==> src/rtl/core/setq_pkg.sv <==
// Shared types and constants of the sorted expiry timer queue.
`default_nettype none

package setq_pkg;

	// Request codes on req_type.
	localparam logic [1:0] REQ_ARM    = 2'd0;
	localparam logic [1:0] REQ_CANCEL = 2'd1;
	localparam logic [1:0] REQ_TICK   = 2'd2;

	// Placement codes for an arm result.
	localparam logic [1:0] PLACE_EMPTY  = 2'd0;
	localparam logic [1:0] PLACE_HEAD   = 2'd1;
	localparam logic [1:0] PLACE_BEHIND = 2'd2;

	// Expiry length used in place of a negative one.
	localparam logic [31:0] NEG_LEN_SUBST = 32'd3;

	// Most expired timers reported by one tick.
	localparam int MAX_RESULTS = 16;
	localparam int K_W         = $clog2(MAX_RESULTS + 1);

	typedef enum logic [2:0] {
		KIND_ARMED     = 3'd0,
		KIND_CANCELLED = 3'd1,
		KIND_NOT_FOUND = 3'd2,
		KIND_EXPIRED   = 3'd3,
		KIND_IDLE_TICK = 3'd4
	} kind_t;

	typedef enum logic [2:0] {
		ST_IDLE,
		ST_DECODE,
		ST_DEQ,
		ST_INS,
		ST_EMIT,
		ST_TK_CHECK,
		ST_TK_LOAD,
		ST_TK_EMIT
	} state_t;

	// Commands from the controller to the datapath.
	typedef struct packed {
		logic  accept;
		logic  pass_init;
		logic  pass_run;
		logic  pass_ins;
		logic  deq_commit;
		logic  ins_commit;
		logic  pop;
		logic  head_load;
		logic  emit;
		kind_t emit_kind;
	} cmd_t;

	// Status from the datapath to the controller.
	typedef struct packed {
		logic [1:0] req_type;
		logic       id_ok;
		logic       id_queued;
		logic       pass_done;
		logic       tick_more;
		logic       out_free;
	} status_t;

endpackage

`default_nettype wire

==> src/rtl/core/sorted_expiry_timer_queue.sv <==
// Top level of the sorted expiry timer queue: controller and datapath.
`default_nettype none

// Keeps up to NUM_TIMERS timers in a list ordered by expiry time; timers with
// equal expiry stay in arming order. Word types on req_type: arm (remove the
// timer if queued, then queue it to expire at now + length, with a negative
// length taken as 3), cancel (remove and report whether it was queued) and
// tick (advance the time counter by one and report every expired timer, head
// first, at most 16 per tick; the rest go out on the next tick). All time
// compares use the wrap-safe signed difference of TIME_WIDTH-bit values.
// Every result word carries the head expiry after that result and whether
// any timer remains queued; last marks the final word of a request.
// One request is handled at a time; in_stall is high from acceptance until
// the final result word has been loaded into the output register, which
// holds it while out_stall is high. The ordered list lives in a circular
// memory with one read and one write port that is scanned one entry per
// cycle. Re-arming a queued timer adds a removal pass ahead of the insertion
// into the remaining entries. Removing an expired timer from the head only
// moves the circular base pointer. Memory entries beyond the fill count are
// never used, so there is no clearing pass after reset.
module sorted_expiry_timer_queue #(
	parameter int NUM_TIMERS = 16,
	parameter int TIME_WIDTH = 32
) (
	input  wire logic               clk,
	input  wire logic               arst_n,
	input  wire logic               in_valid,
	output logic                    in_stall,
	input  wire logic [1:0]         req_type,
	input  wire logic [3:0]         timer_id,
	input  wire logic signed [31:0] length,
	output logic                    out_valid,
	input  wire logic               out_stall,
	output logic [2:0]              result_kind,
	output logic [3:0]              result_id,
	output logic [1:0]              placement,
	output logic [31:0]             head_expiry,
	output logic                    queue_active,
	output logic                    last
);
	import setq_pkg::*;

	cmd_t    cmd;
	status_t status;

	// Sequence each request: decode, scan passes, head pops, result word loads.
	setq_ctrl u_ctrl (
		.clk      (clk),
		.arst_n   (arst_n),
		.in_valid (in_valid),
		.in_stall (in_stall),
		.status   (status),
		.cmd      (cmd)
	);

	// Hold the ordered list, the time counter and the output word register.
	setq_dp #(
		.NUM_TIMERS (NUM_TIMERS),
		.TIME_WIDTH (TIME_WIDTH)
	) u_dp (
		.clk          (clk),
		.arst_n       (arst_n),
		.cmd          (cmd),
		.status       (status),
		.req_type     (req_type),
		.timer_id     (timer_id),
		.length       (length),
		.out_valid    (out_valid),
		.out_stall    (out_stall),
		.result_kind  (result_kind),
		.result_id    (result_id),
		.placement    (placement),
		.head_expiry  (head_expiry),
		.queue_active (queue_active),
		.last         (last)
	);

endmodule

`default_nettype wire

==> src/rtl/core/setq_dp.sv <==
// Datapath of the sorted expiry timer queue: order memory, counters, output word register.
`default_nettype none

module setq_dp #(
	parameter int NUM_TIMERS = 16,
	parameter int TIME_WIDTH = 32
) (
	input  wire logic               clk,
	input  wire logic               arst_n,
	input  wire setq_pkg::cmd_t     cmd,
	output setq_pkg::status_t       status,
	input  wire logic [1:0]         req_type,
	input  wire logic [3:0]         timer_id,
	input  wire logic signed [31:0] length,
	output logic                    out_valid,
	input  wire logic               out_stall,
	output logic [2:0]              result_kind,
	output logic [3:0]              result_id,
	output logic [1:0]              placement,
	output logic [31:0]             head_expiry,
	output logic                    queue_active,
	output logic                    last
);
	import setq_pkg::*;

	localparam int ID_W  = $clog2(NUM_TIMERS);
	localparam int CNT_W = $clog2(NUM_TIMERS + 1);
	localparam int SUM_W = CNT_W + 1;

	typedef struct packed {
		logic [ID_W-1:0]       id;
		logic [TIME_WIDTH-1:0] exp;
	} entry_t;

	// True when time a lies strictly before time b, modulo wrap.
	function automatic logic time_before(input logic [TIME_WIDTH-1:0] a,
			input logic [TIME_WIDTH-1:0] b);
		logic [TIME_WIDTH-1:0] diff;
		diff = a - b;
		return diff[TIME_WIDTH-1];
	endfunction

	// Map a list position onto the circular memory.
	function automatic logic [ID_W-1:0] phys_addr(input logic [ID_W-1:0] base,
			input logic [CNT_W-1:0] lidx);
		logic [SUM_W-1:0] sum;
		sum = SUM_W'(base) + SUM_W'(lidx);
		if (sum >= SUM_W'(NUM_TIMERS)) begin
			sum = sum - SUM_W'(NUM_TIMERS);
		end
		return ID_W'(sum);
	endfunction

	// Request registers.
	logic [1:0]            req_type_q;
	logic [3:0]            req_id_q;
	logic [TIME_WIDTH-1:0] when_q;
	logic [TIME_WIDTH-1:0] now_q;
	logic [K_W-1:0]        k_q;

	// Queue state.
	logic [ID_W-1:0]       base_q;
	logic [CNT_W-1:0]      cnt_q;
	logic [NUM_TIMERS-1:0] slot_queued_q;
	entry_t                head_q;
	logic [ID_W-1:0]       exp_id_q;
	logic [1:0]            place_q;

	// Scan pass.
	logic [CNT_W-1:0] rd_idx_q;
	logic             rv_s1;
	logic [CNT_W-1:0] tag_s1;
	logic             found_q;
	logic             found_zero_q;
	entry_t           carry_q;

	entry_t mem [NUM_TIMERS];
	entry_t rdata_s1;

	logic [31:0]      len_clamped;
	logic [ID_W-1:0]  slot_idx;
	logic             id_ok;
	entry_t           new_entry;
	logic             issue;
	logic             proc;
	logic [CNT_W-1:0] rd_lidx;
	logic [ID_W-1:0]  rd_addr;
	logic             wr_en;
	logic [CNT_W-1:0] wr_lidx;
	entry_t           wr_data;
	logic [ID_W-1:0]  wr_addr;
	logic             found_set;
	logic             found_zero_set;
	logic             carry_en;
	logic             tick_more;
	logic             out_free;

	assign len_clamped = length[31] ? NEG_LEN_SUBST : $unsigned(length);
	assign slot_idx    = ID_W'(req_id_q);
	assign id_ok       = 32'(req_id_q) < 32'(NUM_TIMERS);
	assign new_entry   = '{id: slot_idx, exp: when_q};
	assign issue       = cmd.pass_run && (rd_idx_q < cnt_q);
	assign proc        = cmd.pass_run && rv_s1;
	assign rd_lidx     = cmd.pop ? CNT_W'(1) : rd_idx_q;
	assign rd_addr     = phys_addr(base_q, rd_lidx);
	assign wr_addr     = phys_addr(base_q, wr_lidx);
	assign tick_more   = (cnt_q != '0) && !time_before(now_q, head_q.exp)
			&& (k_q < K_W'(MAX_RESULTS));
	assign out_free    = !out_valid || !out_stall;

	always_comb begin
		status.req_type  = req_type_q;
		status.id_ok     = id_ok;
		status.id_queued = id_ok && slot_queued_q[slot_idx];
		status.pass_done = (rd_idx_q == cnt_q) && !rv_s1;
		status.tick_more = tick_more;
		status.out_free  = out_free;
	end

	// Scan data handling: close the gap on removal, ripple entries down on insertion.
	always_comb begin
		wr_en          = 1'b0;
		wr_lidx        = '0;
		wr_data        = new_entry;
		found_set      = 1'b0;
		found_zero_set = 1'b0;
		carry_en       = 1'b0;
		if (proc && !cmd.pass_ins) begin
			if (found_q) begin
				wr_en   = 1'b1;
				wr_lidx = tag_s1 - CNT_W'(1);
				wr_data = rdata_s1;
			end
			if (rdata_s1.id == slot_idx) begin
				found_set = 1'b1;
			end
		end else if (proc && cmd.pass_ins) begin
			if (!found_q) begin
				if (time_before(when_q, rdata_s1.exp)) begin
					wr_en          = 1'b1;
					wr_lidx        = tag_s1;
					wr_data        = new_entry;
					found_set      = 1'b1;
					found_zero_set = (tag_s1 == '0);
					carry_en       = 1'b1;
				end
			end else begin
				wr_en    = 1'b1;
				wr_lidx  = tag_s1;
				wr_data  = carry_q;
				carry_en = 1'b1;
			end
		end else if (cmd.ins_commit) begin
			wr_en   = 1'b1;
			wr_lidx = cnt_q;
			wr_data = found_q ? carry_q : new_entry;
		end
	end

	always_ff @(posedge clk) begin
		if (wr_en) begin
			mem[wr_addr] <= wr_data;
		end
		rdata_s1 <= mem[rd_addr];
	end

	// Payload registers.
	always_ff @(posedge clk) begin
		if (cmd.accept) begin
			req_type_q <= req_type;
			req_id_q   <= timer_id;
			when_q     <= now_q + TIME_WIDTH'(len_clamped);
		end
		if (wr_en && wr_lidx == '0) begin
			head_q <= wr_data;
		end else if (cmd.head_load) begin
			head_q <= rdata_s1;
		end
		if (cmd.pop) begin
			exp_id_q <= head_q.id;
		end
		if (carry_en) begin
			carry_q <= rdata_s1;
		end
		tag_s1 <= rd_idx_q;
		if (cmd.ins_commit) begin
			if (cnt_q == '0) begin
				place_q <= PLACE_EMPTY;
			end else if (found_q && found_zero_q) begin
				place_q <= PLACE_HEAD;
			end else begin
				place_q <= PLACE_BEHIND;
			end
		end
		if (cmd.emit) begin
			result_kind <= cmd.emit_kind;
			case (cmd.emit_kind)
				KIND_EXPIRED:   result_id <= 4'(exp_id_q);
				KIND_IDLE_TICK: result_id <= 4'd0;
				default:        result_id <= req_id_q;
			endcase
			placement    <= (cmd.emit_kind == KIND_ARMED) ? place_q : PLACE_EMPTY;
			head_expiry  <= (cnt_q != '0) ? 32'(head_q.exp) : 32'd0;
			queue_active <= (cnt_q != '0);
			last         <= (cmd.emit_kind == KIND_EXPIRED) ? !tick_more : 1'b1;
		end
	end

	// Control registers.
	always_ff @(posedge clk or negedge arst_n) begin
		if (!arst_n) begin
			now_q         <= '0;
			k_q           <= '0;
			base_q        <= '0;
			cnt_q         <= '0;
			slot_queued_q <= '0;
			rd_idx_q      <= '0;
			rv_s1         <= 1'b0;
			found_q       <= 1'b0;
			found_zero_q  <= 1'b0;
			out_valid     <= 1'b0;
		end else begin
			if (cmd.accept) begin
				k_q <= '0;
				if (req_type == REQ_TICK) begin
					now_q <= now_q + TIME_WIDTH'(1);
				end
			end
			if (cmd.deq_commit) begin
				cnt_q                   <= cnt_q - CNT_W'(1);
				slot_queued_q[slot_idx] <= 1'b0;
			end else if (cmd.ins_commit) begin
				cnt_q                   <= cnt_q + CNT_W'(1);
				slot_queued_q[slot_idx] <= 1'b1;
			end else if (cmd.pop) begin
				cnt_q                  <= cnt_q - CNT_W'(1);
				slot_queued_q[head_q.id] <= 1'b0;
				base_q <= (base_q == ID_W'(NUM_TIMERS - 1)) ? '0 : base_q + ID_W'(1);
				k_q    <= k_q + K_W'(1);
			end
			rv_s1 <= issue;
			if (cmd.pass_init) begin
				rd_idx_q     <= '0;
				found_q      <= 1'b0;
				found_zero_q <= 1'b0;
			end else begin
				if (issue) begin
					rd_idx_q <= rd_idx_q + CNT_W'(1);
				end
				if (found_set) begin
					found_q <= 1'b1;
				end
				if (found_zero_set) begin
					found_zero_q <= 1'b1;
				end
			end
			if (cmd.emit) begin
				out_valid <= 1'b1;
			end else if (out_valid && !out_stall) begin
				out_valid <= 1'b0;
			end
		end
	end

	a_count_matches_bits: assert property (@(posedge clk) disable iff (!arst_n)
		$countones(slot_queued_q) == int'(cnt_q))
		else $error("queued bits disagree with fill count");

	a_insert_has_room: assert property (@(posedge clk) disable iff (!arst_n)
		cmd.ins_commit |-> (cnt_q < CNT_W'(NUM_TIMERS)))
		else $error("insertion into a full queue");

	a_removal_found: assert property (@(posedge clk) disable iff (!arst_n)
		cmd.deq_commit |-> found_q)
		else $error("removal pass ended without finding the timer");

endmodule

`default_nettype wire

==> src/rtl/core/setq_ctrl.sv <==
// Controller state machine of the sorted expiry timer queue.
`default_nettype none

module setq_ctrl (
	input  wire logic              clk,
	input  wire logic              arst_n,
	input  wire logic              in_valid,
	output logic                   in_stall,
	input  wire setq_pkg::status_t status,
	output setq_pkg::cmd_t         cmd
);
	import setq_pkg::*;

	state_t state_q, state_d;
	kind_t  kind_q, kind_d;

	always_ff @(posedge clk or negedge arst_n) begin
		if (!arst_n) begin
			state_q <= ST_IDLE;
			kind_q  <= KIND_ARMED;
		end else begin
			state_q <= state_d;
			kind_q  <= kind_d;
		end
	end

	always_comb begin
		state_d       = state_q;
		kind_d        = kind_q;
		cmd           = '0;
		cmd.emit_kind = kind_q;
		in_stall      = (state_q != ST_IDLE);
		unique case (state_q)
			ST_IDLE: begin
				cmd.accept = in_valid;
				if (in_valid) begin
					state_d = ST_DECODE;
				end
			end
			ST_DECODE: begin
				cmd.pass_init = 1'b1;
				unique case (status.req_type)
					REQ_ARM: begin
						kind_d = KIND_ARMED;
						if (!status.id_ok) begin
							state_d = ST_IDLE;
						end else if (status.id_queued) begin
							state_d = ST_DEQ;
						end else begin
							state_d = ST_INS;
						end
					end
					REQ_CANCEL: begin
						if (status.id_queued) begin
							kind_d  = KIND_CANCELLED;
							state_d = ST_DEQ;
						end else begin
							kind_d  = KIND_NOT_FOUND;
							state_d = ST_EMIT;
						end
					end
					REQ_TICK: begin
						state_d = ST_TK_CHECK;
					end
					default: begin
						state_d = ST_IDLE;
					end
				endcase
			end
			ST_DEQ: begin
				cmd.pass_run = 1'b1;
				if (status.pass_done) begin
					cmd.deq_commit = 1'b1;
					cmd.pass_init  = 1'b1;
					state_d = (status.req_type == REQ_ARM) ? ST_INS : ST_EMIT;
				end
			end
			ST_INS: begin
				cmd.pass_run = 1'b1;
				cmd.pass_ins = 1'b1;
				if (status.pass_done) begin
					cmd.ins_commit = 1'b1;
					state_d        = ST_EMIT;
				end
			end
			ST_EMIT: begin
				if (status.out_free) begin
					cmd.emit = 1'b1;
					state_d  = ST_IDLE;
				end
			end
			ST_TK_CHECK: begin
				if (status.tick_more) begin
					cmd.pop = 1'b1;
					state_d = ST_TK_LOAD;
				end else begin
					kind_d  = KIND_IDLE_TICK;
					state_d = ST_EMIT;
				end
			end
			ST_TK_LOAD: begin
				cmd.head_load = 1'b1;
				state_d       = ST_TK_EMIT;
			end
			ST_TK_EMIT: begin
				cmd.emit_kind = KIND_EXPIRED;
				if (status.out_free) begin
					cmd.emit = 1'b1;
					state_d  = status.tick_more ? ST_TK_CHECK : ST_IDLE;
				end
			end
			default: begin
				state_d = ST_IDLE;
			end
		endcase
	end

	a_emit_into_free_reg: assert property (@(posedge clk) disable iff (!arst_n)
		cmd.emit |-> status.out_free)
		else $error("result word loaded over an untaken one");

endmodule

`default_nettype wire

==> config.mk <==
export PLATFORM = sky130hd
export DESIGN_NAME = sorted_expiry_timer_queue
export DESIGN_NICKNAME = d
export VERILOG_FILES = /design/src/rtl/core/setq_pkg.sv /design/src/rtl/core/sorted_expiry_timer_queue.sv /design/src/rtl/core/setq_dp.sv /design/src/rtl/core/setq_ctrl.sv
export SDC_FILE = /design/constraint.sdc
export NUM_CORES = 1
export LEC_CHECK = 0
export ABC_AREA = 1
export BUFFER_PORTS_ARGS = -buffer_cell sky130_fd_sc_hd__buf_2
export CELL_PAD_IN_SITES_DETAIL_PLACEMENT = 0
export CELL_PAD_IN_SITES_GLOBAL_PLACEMENT = 2
export CORE_MARGIN = 1
export CORE_UTILIZATION = 46
export DETAILED_ROUTE_END_ITERATION = 7
export PLACE_DENSITY_LB_ADDON = 0.08
export SYNTH_ARGS = -nofsm -noshare
export SYNTH_HDL_FRONTEND = slang
export SYNTH_SLANG_ARGS = --single-unit
==> constraint.sdc <==
create_clock -name clk -period 10.05 [get_ports clk]
set_input_delay 2.01 -clock clk [delete_from_list [all_inputs] [get_ports clk]]
set_output_delay 2.01 -clock clk [all_outputs]
set_load 0.01 [all_outputs]
==> impl_metrics.tcl <==
set metrics [dict create \
    power_frac_clock_pct 28.3 \
    timing.final.max_slew_violations 0 \
    crit_buf_inv 2 \
    start_util_pct 46.8 \
    max-vdd-ir-drop_mv 0.313 \
    total_power_mw 12.2 \
    timing.reg2reg.worst_path_depth 18 \
    synthDistinctLibCells 54 \
    ys_seq_elements 853 \
    clock_tree_root "sky130_fd_sc_hd__clkbuf_16" \
    critical_path.slowest_cell "sky130_fd_sc_hd__buf_4" \
    first_pass_grt_wire_length_mm 157 \
    run_status "completed" \
    count_of_final_setup_violators 0 \
    finalHoldViolations 0 \
    detailed_router_s_first_iteration_violation_count 1857 \
    num_io_pins 87 \
    cts.clk_slew.worst_paths_ns 0.06 \
    grt_start_max_net_pins 149 \
    internal_power_consumption_mw 7.76 \
    timing.critical_path.to_type "flip-flop" \
    cts_inserted_buffers 93 \
    worst-slew-pin-transition_ns 1.39 \
    share_of_the_cycle_needed_by_the_critical_path_after_routing_pct 54.2 \
    design.final.nets 3714 \
    worst_setup_path_start_kind "flip-flop" \
    worst_reg2reg_path_startpoint "u_dp.now_q[30]" \
    syn_avg_cell_area_um2 11.1 \
    cts_buffer_depth 3 \
    max-cap-violations 0 \
    layout.core_utilization_pct 52.7 \
    max-slew-margin-rel_pct 7.06 \
    floorplan.core_area_mm2 0.0825 \
    timing.critical_path.fanout_max 147 \
    antenna-diode-count 0 \
    syn2layout_area_growth_pct 12.6 \
    track_usage_pct 24.2 \
    rrSetupSlack_ns 4.60 \
    finalWirelength_mm 103 \
    clk-insertion-delay-late_ns 0.68 \
    gp_congestion 0.869 \
    yosys_warnings 0 \
    r2r-end "u_dp.rdata_s1[22]" \
    power.static_leakage_nw 17.0 \
    post_cts_sizing_count 0 \
    fin_crit_ns 5.45 \
    worst_clock_skew_ns 0.0572 \
    die-height_um 292 \
    combPwrFrac_pct 34.1 \
    route.detailed.vias_per_inst 5.61 \
    synth-edff-count 735 \
    synth_area_mm2 0.0386 \
    floorplan_die_width_um 292 \
    power-per-cell-area_mw_per_mm2 280 \
    fmax_ghz 0.183 \
    portBuffers 86 \
    power.sequential.fraction_pct 37.6 \
    setup_repair_after_global_routing_missed_its_margin "false" \
    overflow 0 \
    ys_seq_area_share_pct 64.3 \
    crit_path_cell_trace "ha_1 > nand2_1 > nor2_1 > nand4_1 > a31oi_1 > nor2_1 > nand2_1 > nand2_1 > nand2_1 > nand3_1 > nand2_1 > ha_4 > inv_8 > buf_4 > nand2_1 > a32o_1 > o21a_1 > o21ai_0" \
    cp_num_cells 18 \
    crit_path_end "u_dp.rdata_s1[22]" \
    cts.htree.levels 3 \
    final_antenna_net_count 0 \
    detail_route.first_pass.iterations 6 \
    postCtsSetupBuffers 0 \
    drive_gt1_share_pct 10.5 \
    crit_path_start "u_dp.now_q[30]" \
    sw_frac_of_total_pct 36.2 \
    hpwl_mm 62.2 \
    die-area_mm2 0.0851 \
    post_drt_wl_per_cell_um 21.9 \
    via_count 26400 \
    sw_pwr_mw 4.40 \
    remaining_drc_errors 0 \
    min_path_type "reg -> reg" \
    hold_buffers 0 \
    timing.critical_path.arrival_ns 5.99 \
    ys_dominant_reg_cell "sky130_fd_sc_hd__edfxtp_1" \
    critical_path.max_stage_delay_ns 0.80 \
    placementRows 105 \
    hold_path_depth 0 \
    tns_ns 0 \
    worst-setup-path-type "reg -> reg" \
    synthesis.instances 3482 \
    cp_common_cell "sky130_fd_sc_hd__nand2_1" \
    asyncSetResetFlopFracSynth_pct 9.03 \
    critPathRequiredTime_ns 10.59 \
    path_delay_family "simple AND/OR/NAND/NOR gates" \
    timing.hold.ws_ns 0.450 \
    first_global_vias 25800 \
    grt_antenna_before_repair 0 \
    syn-num-nets 3638 \
    cts_tree "built" \
    cts_sinks 853 \
]
[power by group through the flow]
| stage | clock, mW | sequential, mW | combinational, mW |
|---|---|---|---|
| 6_report | 3.44 | 4.57 | 4.15 |
| 5_1_grt | 3.64 | 4.59 | 4.67 |
| 4_1_cts | 3.50 | 4.58 | 4.19 |
| 3_5_place_dp | 0 | 4.65 | 4.17 |
| 3_3_place_gp | 0 | 4.65 | 4.09 |
| 2_1_floorplan | 0 | 4.53 | 2.99 |
[how the worst min path moves through the flow]
stage | start | to | slack, ns
finish | u_dp.rd_idx_q[0] | u_dp.tag_s1[0] | 0.45
global route | u_dp.rd_idx_q[0] | u_dp.tag_s1[0] | 0.47
detailed placement | u_dp.rd_idx_q[4] | u_dp.tag_s1[4] | 0.44
floorplan | u_dp.rd_idx_q[4] | u_dp.tag_s1[4] | 0.39
CTS | u_dp.rd_idx_q[4] | u_dp.tag_s1[4] | 0.45
global placement | u_dp.rd_idx_q[4] | u_dp.tag_s1[4] | 0.43
[layout by cell type (no fill, tap or decap), types with 9 or more instances in the layout]
cell                          n
sky130_fd_sc_hd__nor2_4      21
sky130_fd_sc_hd__dfxtp_1     41
sky130_fd_sc_hd__o21bai_2    29
sky130_fd_sc_hd__ha_1       110
sky130_fd_sc_hd__a21oi_1    143
sky130_fd_sc_hd__buf_4       60
sky130_fd_sc_hd__inv_2        9
sky130_fd_sc_hd__nor3_1      19
sky130_fd_sc_hd__clkinv_1    16
sky130_fd_sc_hd__a32o_1      72
sky130_fd_sc_hd__buf_2       85
sky130_fd_sc_hd__a31oi_1     37
sky130_fd_sc_hd__xor2_1      53
sky130_fd_sc_hd__edfxtp_1   735
sky130_fd_sc_hd__clkinv_2    14
sky130_fd_sc_hd__o21ai_0    333
sky130_fd_sc_hd__nand4_1     20
sky130_fd_sc_hd__clkbuf_1    23
sky130_fd_sc_hd__o21a_1      41
sky130_fd_sc_hd__nand2_1    674
sky130_fd_sc_hd__dfrtp_1     77
sky130_fd_sc_hd__bufinv_16    9
sky130_fd_sc_hd__nor2_1     293
sky130_fd_sc_hd__o22ai_1    118
sky130_fd_sc_hd__nand3_1     91
sky130_fd_sc_hd__xnor2_1     26
sky130_fd_sc_hd__clkbuf_16   93
sky130_fd_sc_hd__inv_1      281
sky130_fd_sc_hd__a221oi_1    17
[per-stage QoR]
stage          setup slack, ns  area, um2  instances
2_1_floorplan             5.28      38600       3482
3_3_place_gp              4.62      40400       4533
3_5_place_dp              4.54      40400       4533
4_1_cts                   4.53      43500       4706
5_1_grt                   4.10      43500       4706
6_report                  4.60      43500       4706
[registers in the layout (all words and copies together), names as in the netlist, 5 cells and up]
signal	cells
u_dp.now_q	32
u_dp.rdata_s1	36
u_dp.head_expiry	32
u_dp.cnt_q	5
u_dp.k_q	5
u_dp.head_q	36
u_dp.tag_s1	5
u_dp.carry_q	36
u_dp.mem	576
u_dp.rd_idx_q	5
u_dp.when_q	32
u_dp.slot_queued_q	16
[layer usage]
layer | share of wire, % | track usage [%]
met1 | 44 | 33.1
met2 | 48 | 39.9
met3 | 4.5 | 2.94
met4 | 3.3 | 8.06
met5 | 0 | 0
[cell type report]
| type | instances | area [um2] |
|---|---|---|
| Tap cell | 1070 | 1340 |
| Fill cell | 7233 | 39000 |
| Clock inverter | 50 | 578 |
| Multi-Input combinational cell | 2169 | 12200 |
| Sequential cell | 853 | 24800 |
| Timing Repair Buffer | 147 | 916 |
| Inverter | 294 | 1120 |
| Clock buffer | 123 | 2510 |
[cells by family (layout without fill, tap and decap cells)]
logic type                 count (synthesis)  count (layout)  share of synthesized area [%]
and+or+nand+nor                         1152            1152                           12.2
AOI/OAI and AO/OA                        823             823                           13.2
xor gates and xnor gates                  80              80                           1.82
buffers and inverters                    460             614                           4.69
adders and majority gates                114             114                           3.75
DFF                                      853             853                           64.3
[cells in the mapped netlist (13+ instances only)]
cell type                  count  share of area (%)
sky130_fd_sc_hd__dfxtp_1      41                2.1
sky130_fd_sc_hd__o22ai_1     118                1.9
sky130_fd_sc_hd__nor3_1       19               0.25
sky130_fd_sc_hd__a21oi_1     143                1.9
sky130_fd_sc_hd__edfxtp_1    735                 57
sky130_fd_sc_hd__o21bai_2     29               0.85
sky130_fd_sc_hd__nand3_1      91                1.2
sky130_fd_sc_hd__nand2_1     675                6.6
sky130_fd_sc_hd__nor2_1      310                3.0
sky130_fd_sc_hd__buf_2        14               0.18
sky130_fd_sc_hd__nand4_1      20               0.32
sky130_fd_sc_hd__a32o_1       72                1.9
sky130_fd_sc_hd__clkbuf_1    126                1.2
sky130_fd_sc_hd__buf_1        13               0.13
sky130_fd_sc_hd__dfrtp_1      77                5.0
sky130_fd_sc_hd__a221oi_1     17               0.39
sky130_fd_sc_hd__ha_1        111                3.6
sky130_fd_sc_hd__o21a_1       41               0.80
sky130_fd_sc_hd__a31oi_1      44               0.71
sky130_fd_sc_hd__xnor2_1      27               0.61
sky130_fd_sc_hd__xor2_1       53                1.2
sky130_fd_sc_hd__o21ai_0     333                4.3
sky130_fd_sc_hd__inv_1       281                2.7
No activity file was read; power rests on OpenSTA's default activity.
